==> src/sv/eipt_pkg.sv <==
// Package: shared types and constants for the encoder index position tracker.
`timescale 1ns / 1ps
`default_nettype none

package eipt_pkg;

    localparam int unsigned CountWidth = 32;
    localparam int unsigned HalfWidth  = 16;
    localparam int unsigned PosWidth   = 64;

    // Tracker state carried from one sample to the next
    typedef struct packed {
        logic [CountWidth-1:0]      previous_count;
        logic                       previous_index;
        logic signed [PosWidth-1:0] position_accum;
        logic [CountWidth-1:0]      index_counter;
        logic [CountWidth-1:0]      latched_index_count;
    } eipt_state_t;

    // One sample as taken from the input channel
    typedef struct packed {
        logic [CountWidth-1:0] counter_value;
        logic                  index_level;
    } eipt_sample_t;

    // One result as presented on the output channel
    typedef struct packed {
        logic signed [CountWidth-1:0] step_delta;
        logic signed [PosWidth-1:0]   position_total;
        logic [CountWidth-1:0]        count_now;
        logic [CountWidth-1:0]        index_events;
        logic [CountWidth-1:0]        count_at_index;
        logic                         index_level_now;
        logic                         clear_counter;
    } eipt_result_t;

endpackage

`default_nettype wire

==> src/sv/eipt_calc.sv <==
// Module: per-sample delta, accumulation and index-edge logic.
`timescale 1ns / 1ps
`default_nettype none

module eipt_calc
    import eipt_pkg::*;
(
    input  wire logic         counter_is_16bit,
    input  wire eipt_sample_t sample,
    input  wire eipt_state_t  state_cur,
    output eipt_state_t       state_next,
    output eipt_result_t      result
);

    logic [CountWidth-1:0]        count_masked;
    logic [CountWidth-1:0]        diff;
    logic signed [CountWidth-1:0] delta;
    logic signed [PosWidth-1:0]   accum_sum;
    logic                         index_rise;

    // Mask the count, form the modular delta and accumulate
    always_comb
    begin
        if (counter_is_16bit)
        begin
            count_masked = {{(CountWidth-HalfWidth){1'b0}},
                            sample.counter_value[HalfWidth-1:0]};
        end
        else
        begin
            count_masked = sample.counter_value;
        end

        diff = count_masked - state_cur.previous_count;

        if (counter_is_16bit)
        begin
            delta = {{(CountWidth-HalfWidth){diff[HalfWidth-1]}}, diff[HalfWidth-1:0]};
        end
        else
        begin
            delta = diff;
        end

        accum_sum  = state_cur.position_accum
                   + {{(PosWidth-CountWidth){delta[CountWidth-1]}}, delta};
        index_rise = sample.index_level & ~state_cur.previous_index;
    end

    // Update state; on an index rising edge latch the count and zero the previous count
    always_comb
    begin
        state_next.position_accum = accum_sum;
        if (index_rise)
        begin
            state_next.previous_count      = '0;
            state_next.previous_index      = 1'b1;
            state_next.index_counter       = state_cur.index_counter
                                           + {{(CountWidth-1){1'b0}}, 1'b1};
            state_next.latched_index_count = count_masked;
        end
        else
        begin
            state_next.previous_count      = count_masked;
            state_next.previous_index      = sample.index_level;
            state_next.index_counter       = state_cur.index_counter;
            state_next.latched_index_count = state_cur.latched_index_count;
        end

        result.step_delta      = delta;
        result.position_total  = accum_sum;
        result.count_now       = index_rise ? '0 : count_masked;
        result.index_events    = state_next.index_counter;
        result.count_at_index  = state_next.latched_index_count;
        result.index_level_now = sample.index_level;
        result.clear_counter   = index_rise;
    end

endmodule

`default_nettype wire

==> src/sv/encoder_index_position_tracker.sv <==
// Module: top level of the quadrature encoder position tracker with index handling.
//
//  channel   direction  handshake              payload
//  -------   ---------  ---------------------  ------------------------------------------
//  cfg       in         cfg_we                 cfg_wdata (counter_is_16bit)
//  in        in         in_valid / in_ready    counter_value, index_level
//  out       out        out_valid / out_ready  step_delta, position_total, count_now,
//                                              index_events, count_at_index,
//                                              index_level_now, clear_counter
//
//  One sample per cycle sustained while the output is not stalled; an accepted sample
//  enters the input register and is then loaded into the result register when that
//  register is free or draining (one pass of subtract/add between the two).
//  The 64-bit position add sets the critical path.
//  rst_n clears the mode register, all tracker state and both valid flags.
//  A stalled output holds its result; the input register still takes a sample
//  while the result register drains in the same cycle.
`timescale 1ns / 1ps
`default_nettype none

module encoder_index_position_tracker
    import eipt_pkg::*;
(
    input  wire logic                         clk,
    input  wire logic                         rst_n,
    input  wire logic                         cfg_we,
    input  wire logic                         cfg_wdata,
    input  wire logic                         in_valid,
    output logic                              in_ready,
    input  wire logic [CountWidth-1:0]        counter_value,
    input  wire logic                         index_level,
    output logic                              out_valid,
    input  wire logic                         out_ready,
    output logic signed [CountWidth-1:0]      step_delta,
    output logic signed [PosWidth-1:0]        position_total,
    output logic [CountWidth-1:0]             count_now,
    output logic [CountWidth-1:0]             index_events,
    output logic [CountWidth-1:0]             count_at_index,
    output logic                              index_level_now,
    output logic                              clear_counter
);

    logic         mode16_reg;
    logic         s1_valid_reg;
    eipt_sample_t s1_sample_reg;
    eipt_state_t  state_reg;
    eipt_state_t  state_next;
    logic         out_valid_reg;
    eipt_result_t result_reg;
    eipt_result_t result_next;
    logic         advance;
    logic         in_fire;

    // Move a sample to the result register when that register is free or draining
    assign advance  = s1_valid_reg & (~out_valid_reg | out_ready);
    assign in_ready = ~s1_valid_reg | advance;
    assign in_fire  = in_valid & in_ready;

    // Hold the counter width mode
    always_ff @(posedge clk or negedge rst_n)
    begin
        if (!rst_n)
        begin
            mode16_reg <= 1'b0;
        end
        else if (cfg_we)
        begin
            mode16_reg <= cfg_wdata;
        end
    end

    // Capture an incoming transaction
    always_ff @(posedge clk or negedge rst_n)
    begin
        if (!rst_n)
        begin
            s1_valid_reg <= 1'b0;
        end
        else if (in_ready)
        begin
            s1_valid_reg <= in_valid;
        end
    end

    always_ff @(posedge clk)
    begin
        if (in_fire)
        begin
            s1_sample_reg <= '{counter_value: counter_value, index_level: index_level};
        end
    end

    eipt_calc u_calc (
        .counter_is_16bit (mode16_reg),
        .sample           (s1_sample_reg),
        .state_cur        (state_reg),
        .state_next       (state_next),
        .result           (result_next)
    );

    // Advance tracker state once per processed sample
    always_ff @(posedge clk or negedge rst_n)
    begin
        if (!rst_n)
        begin
            state_reg <= '0;
        end
        else if (advance)
        begin
            state_reg <= state_next;
        end
    end

    // Hold the result until the output transaction completes
    always_ff @(posedge clk or negedge rst_n)
    begin
        if (!rst_n)
        begin
            out_valid_reg <= 1'b0;
        end
        else if (advance)
        begin
            out_valid_reg <= 1'b1;
        end
        else if (out_ready)
        begin
            out_valid_reg <= 1'b0;
        end
    end

    always_ff @(posedge clk)
    begin
        if (advance)
        begin
            result_reg <= result_next;
        end
    end

    // Drive the output channel
    assign out_valid       = out_valid_reg;
    assign step_delta      = result_reg.step_delta;
    assign position_total  = result_reg.position_total;
    assign count_now       = result_reg.count_now;
    assign index_events    = result_reg.index_events;
    assign count_at_index  = result_reg.count_at_index;
    assign index_level_now = result_reg.index_level_now;
    assign clear_counter   = result_reg.clear_counter;

endmodule

`default_nettype wire

==> config.mk <==
export PLATFORM = sky130hd
export DESIGN_NAME = encoder_index_position_tracker
export DESIGN_NICKNAME = d
export VERILOG_FILES = /design/src/sv/eipt_pkg.sv /design/src/sv/eipt_calc.sv /design/src/sv/encoder_index_position_tracker.sv
export SDC_FILE = /design/constraint.sdc
export NUM_CORES = 1
export LEC_CHECK = 0
export BUFFER_PORTS_ARGS = -buffer_cell sky130_fd_sc_hd__buf_2
export CAP_MARGIN = 10
export CORE_MARGIN = 2
export CORE_UTILIZATION = 55
export CTS_CLUSTER_DIAMETER = 50
export CTS_CLUSTER_SIZE = 8
export DETAILED_ROUTE_END_ITERATION = 10
export PLACE_DENSITY = 0.76
export SLEW_MARGIN = 20
export SYNTH_ARGS = -nofsm -noshare
export SYNTH_HDL_FRONTEND = slang
export SYNTH_SLANG_ARGS = --single-unit
==> constraint.sdc <==
create_clock -name clk -period 9.28 [get_ports clk]
set_input_delay 0.928 -clock clk [delete_from_list [all_inputs] [get_ports clk]]
set_output_delay 0.928 -clock clk [all_outputs]
set_load 0.1 [all_outputs]
# --- After elaboration in Yosys (flattened, before gate mapping) ---
# Index checks and enable logic that the tools add are counted.
# W data, S select, Z words.
word_totals:
  out_inout_bits: 196
  elab_cells: 35
  regBits: 391
  inputBits: 39
op_classes:
  n_mux: 6
  addsub: 3
  n_reduce_logical: 1
  bitwise_logic: 8
op_table:
  columns: ["op", "n"]
  rows:
  - ["$add A64 B64 Y64", 1]
  - ["$mux W32", 2]
  - ["$mux W64", 1]
  - ["$mux W33", 1]
  - ["$add A32 B1 Y32 const B", 1]
  - ["$sub A32 B32 Y32", 1]
  - ["$and A1 B1 Y1", 3]
  - ["$not A1 Y1", 3]
  - ["$mux W1", 2]
  - ["$or A1 B1 Y1", 2]
  - ["$reduce_bool A2 Y1", 1]

# --- Longest topological paths before layout ---
logic_depth:
  ltp_word: 5
  mapped_depth: 26
  ltp_nobuf: 23

# --- Hierarchy ---
# A second synthesis with hierarchy kept.
unflattened:
  cells_unflattened: 1820
  hier_area_um2: 21449.3
by_module_without_submodules:
  columns: ["mod", "area_per_inst_um2", "cells_each", "seq_area_each_um2", "instances"]
  rows:
  - ["encoder_index_position_tracker", 13306.5, 577, 10920.5, 1]
  - ["eipt_calc", 8142.8, 1243, 0.0, 1]

# --- Least setup slack after synthesis ---
# Ideal clock, no wire load.
synth_timing:
  path_type: "input to register"
  from: "input out_ready"
  to: "register result_reg, in the netlist clear_counter, enable pin"
  path_slack_ns: 1.429
  path_stages: 6
  setup_time_ns: 0.634
  required_ns: 8.646
  n_path_buf: 3
  arrival_time_ns: 7.217
  path_cell_list: "nand2b_1 -> nand2_1 -> inv_1 -> clkbuf_1 -> clkbuf_1 -> clkbuf_1"
synth_via:
  elab_chain_cells: 2
synth_rtl:
  columns: ["element", "line_no", "rtl"]
  rows:
  - ["from (decl)", "encoder_index_position_tracker.sv:33", "input wire logic out_ready,"]
  - ["$or A1 B1 Y1", "encoder_index_position_tracker.sv:55", "assign advance = s1_valid_reg & (~out_valid_reg | out_ready);"]
  - ["$and A1 B1 Y1", "encoder_index_position_tracker.sv:55", null]
  - ["net advance", "encoder_index_position_tracker.sv:51", "logic advance;"]
  - ["to (signal assigned)", "encoder_index_position_tracker.sv:135", "result_reg <= result_next;"]
  - ["to (decl)", "encoder_index_position_tracker.sv:49", "eipt_result_t result_reg;"]
# The timed path passes the listed nets, and every way through them passes these cells.
# A chain may end at the register's enable or synchronous reset.

==> metrics <==
most used cell, CP=nand2_1; P&R area growth vs syn=16.4%; final core utilization=roughly 65%; worst reg2reg path startpoint=mode16_reg$_DFFE_PN0P_; Vias/cell=~5.7; top-level port count=235; CTS buffer count=a little under 60; synthesized netlist cell count=around 1900; Post-synth EDFFs=between 200 and 250; Die ar.=38300 um2; Worst Path Max Fanout=34; DR iter-0 viols=945; sequential area share after synthesis=between 50 and 60%; Routed Antenna Nets=0; Fillers=around 2800; top cells by area, synth=edfxtp_1 (34%), dfrtp_1 (20%), ha_1 (5.9%), nand2_1 (5.9%), xnor2_1 (3.5%); Synth area leader=edfxtp_1; Fin. Hold Viols=0; gr usage total=between 20% and 30%; Setup Crit Path Kind=register to register; Post-Place Worst Slack=2.24 ns; outcome=complete, no violations; core area=about 36000 um2; Post-Syn Area per Cell=10.6 um2; H-tree depth=2; Post-DP HPWL=between 30 and 40 mm; Setup violations, final=0; Critical R2R Capture=state_reg[127]$_DFFE_PN0P_; DRC viols=0; max FFs per register=about 160; arrival time worst endpoint=~7.5 ns; worst slew pin tran=about 1.1 ns; initial core utilization=a little under three fifths; Worst path max stage delay=about 0.75 ns; Min Clock Period, post-route=slightly above 7 ns; CP max-delay cell=dfrtp_1; chip width=196 um; n_diodes=0; post-synthesis cell type count=72; Worst slew margin=between 20 and 30%; # hold bufs at CTS=0; Clock Skew=about 0.018 ns; Port Buffer Count=around 230; CP Capture Type=register; flop2flop setup slack=around 2.2 ns; Synth Net Count=about 2000; Synth top area share=about a third; share of synthesized registers carrying an async set or reset=between 40% and 50%; die height=around 200 um; CTS tree=yes; first-pass GRT wire length=approximately 77 mm; reg2reg path depth=22; final setup margin=around 2.2 ns; HP Class=input port to asynchronous set/reset pin; maxcap violations=0; routed wire length=just under 50 mm; required time of the critical path=9.70 ns; 1st-pass router iterations=5; Fmax=between 0.1 and 0.15 GHz; RSZ-0062 raised after global routing=no; largest net degree at the start of global routing=between 200 and 250; critical path cell sequence=inv_1 -> nand2_1 -> inv_1 -> ha_1 -> a2111oi_2 -> o21ai_0 -> o22ai_1 -> o22ai_1 -> o2111a_2 -> nor4_4 -> nand2_1 -> buf_4 -> ha_1 -> nand4_1 -> or3_1 -> nor3_1 -> nor2b_1 -> nor3_1 -> o211ai_1 -> nand2_1 -> a2111oi_2 -> o2111ai_1; synthesized cell area=approximately 20000 um2; row count=70; routed len/inst=~18 um; root buf cell=clkbuf_16; NumNets Final=approximately 2300; vias in the first global route=14800; Clk Latency, worst-skew pair=approximately 0.6 ns; post-CTS sizing=0; Final Max Slew Viols=0; initial antenna violation count=0; CP Launch Type=register; Setup TNS Final=0 ns; synth warn=0; Setup Buffers After CTS=0; gpl congestion=between 0.8 and 0.9; Sink Count=391; global route overflow=0; Yosys reg bits=~390; Tcrit/Tclk final=around three quarters; layout cells sized above 1=18.0%; Primary FF master, synth=edfxtp_1; clock buffer depth=3; Clk pin slew, worst setup/hold paths=0.05 ns; via count=approximately 15000
[critical path: cells and delay by family (launching register included)]
family,cells,cell delay [ns]
adders and majority gates,2,0.90
AOI/OAI and AO/OA,8,2.15
and+or+nand+nor,9,2.19
DFF,1,0.75
buffers and inverters,3,0.91
[worst max-delay path by stage]
stage / start / to / cells after the start
after global placement: mode16_reg$_DFFE_PN0P_ / state_reg[127]$_DFFE_PN0P_ / 22
after detailed placement: mode16_reg$_DFFE_PN0P_ / state_reg[127]$_DFFE_PN0P_ / 22
final: mode16_reg$_DFFE_PN0P_ / state_reg[127]$_DFFE_PN0P_ / 22
after global routing: mode16_reg$_DFFE_PN0P_ / state_reg[127]$_DFFE_PN0P_ / 22
after floorplan: out_ready / clear_counter$_DFFE_PP_ / 6
after CTS: mode16_reg$_DFFE_PN0P_ / state_reg[127]$_DFFE_PN0P_ / 22
[layout by cell type, fill, tap and decap left out, types with 20 or more instances in the layout]
cell	instances
and2_1	23
o21bai_1	29
nand2_1	315
dfrtp_1	164
nor3_1	26
clkbuf_16	58
nor2_1	129
buf_2	233
inv_1	84
a21oi_1	126
edfxtp_1	227
mux2_2	58
nand3_1	31
a31oi_1	21
xor2_1	66
and3_1	20
clkbuf_1	41
nand4_1	35
xnor2_1	80
a21o_1	30
ha_1	96
o21ai_0	105
[per-layer routing]
metal / GRT usage, % / vias to the layer above / part of all wire (%) / wire (um)
li1: - / 7226 / - / -
met1: 34.4 / 7179 / 44 / 21300
met2: 40.9 / 476 / 47 / 22700
met3: 4.51 / 111 / 5.9 / 2880
met4: 10.4 / 0 / 3.4 / 1660
met5: 0 / - / 0 / 0
[through the flow]
stage	area (um2)	hold slack [ns]	cells
2_1_floorplan	20200	0.437	1908
3_3_place_gp	21700	0.456	2530
3_5_place_dp	21700	0.462	2530
4_1_cts	23500	0.463	2639
5_1_grt	23500	0.480	2640
6_report	23500	0.439	2640
[synth_stat cells, types with 6 or more instances]
| cell type | n |
|---|---|
| nor3_1 | 26 |
| inv_1 | 85 |
| and3_1 | 20 |
| o211ai_1 | 13 |
| o31ai_1 | 7 |
| edfxtp_1 | 227 |
| a21o_1 | 30 |
| nand4_1 | 35 |
| xnor2_1 | 80 |
| a21oi_1 | 126 |
| nand3_1 | 31 |
| a211oi_1 | 9 |
| nand2_1 | 316 |
| or3_1 | 6 |
| o21bai_1 | 29 |
| a31oi_1 | 21 |
| nand2b_1 | 17 |
| buf_1 | 8 |
| and2_1 | 24 |
| ha_1 | 96 |
| xor2_1 | 66 |
| mux2_2 | 58 |
| o21ai_0 | 105 |
| nor2_1 | 129 |
| dfrtp_1 | 164 |
| clkbuf_1 | 75 |
| o21a_1 | 12 |
[final cells by class]
cell class / instances / area (um2) / share of cell area (%)
flip-flops and latches: 391 / 10900 / 46.5
well taps: 468 / 586 / 2.49
clock buffers: 100 / 1620 / 6.89
clock inverters: 9 / 155 / 0.660
inverters: 85 / 327 / 1.39
repair buffers: 241 / 1260 / 5.37
multi-input cells: 1346 / 8630 / 36.7
[logic make-up (layout without fill, tap and decap cells)]
kind of cell             after synthesis  after routing  synth area share [%]
XOR/XNOR                             146            146                  6.33
AO/OA/AOI/OAI                        409            409                  12.8
multiplexers                          62             62                  3.43
buffers and inverters                171            435                  3.20
flip-flops                           391            391                  54.1
adder cells (fa/ha/maj)               98             98                  6.15
AND/OR/NAND/NOR                      631            631                  14.0
Power is left out: the tool's default activity adds up to more than one toggle a clock period on the data nets, which glitch-free logic cannot reach.
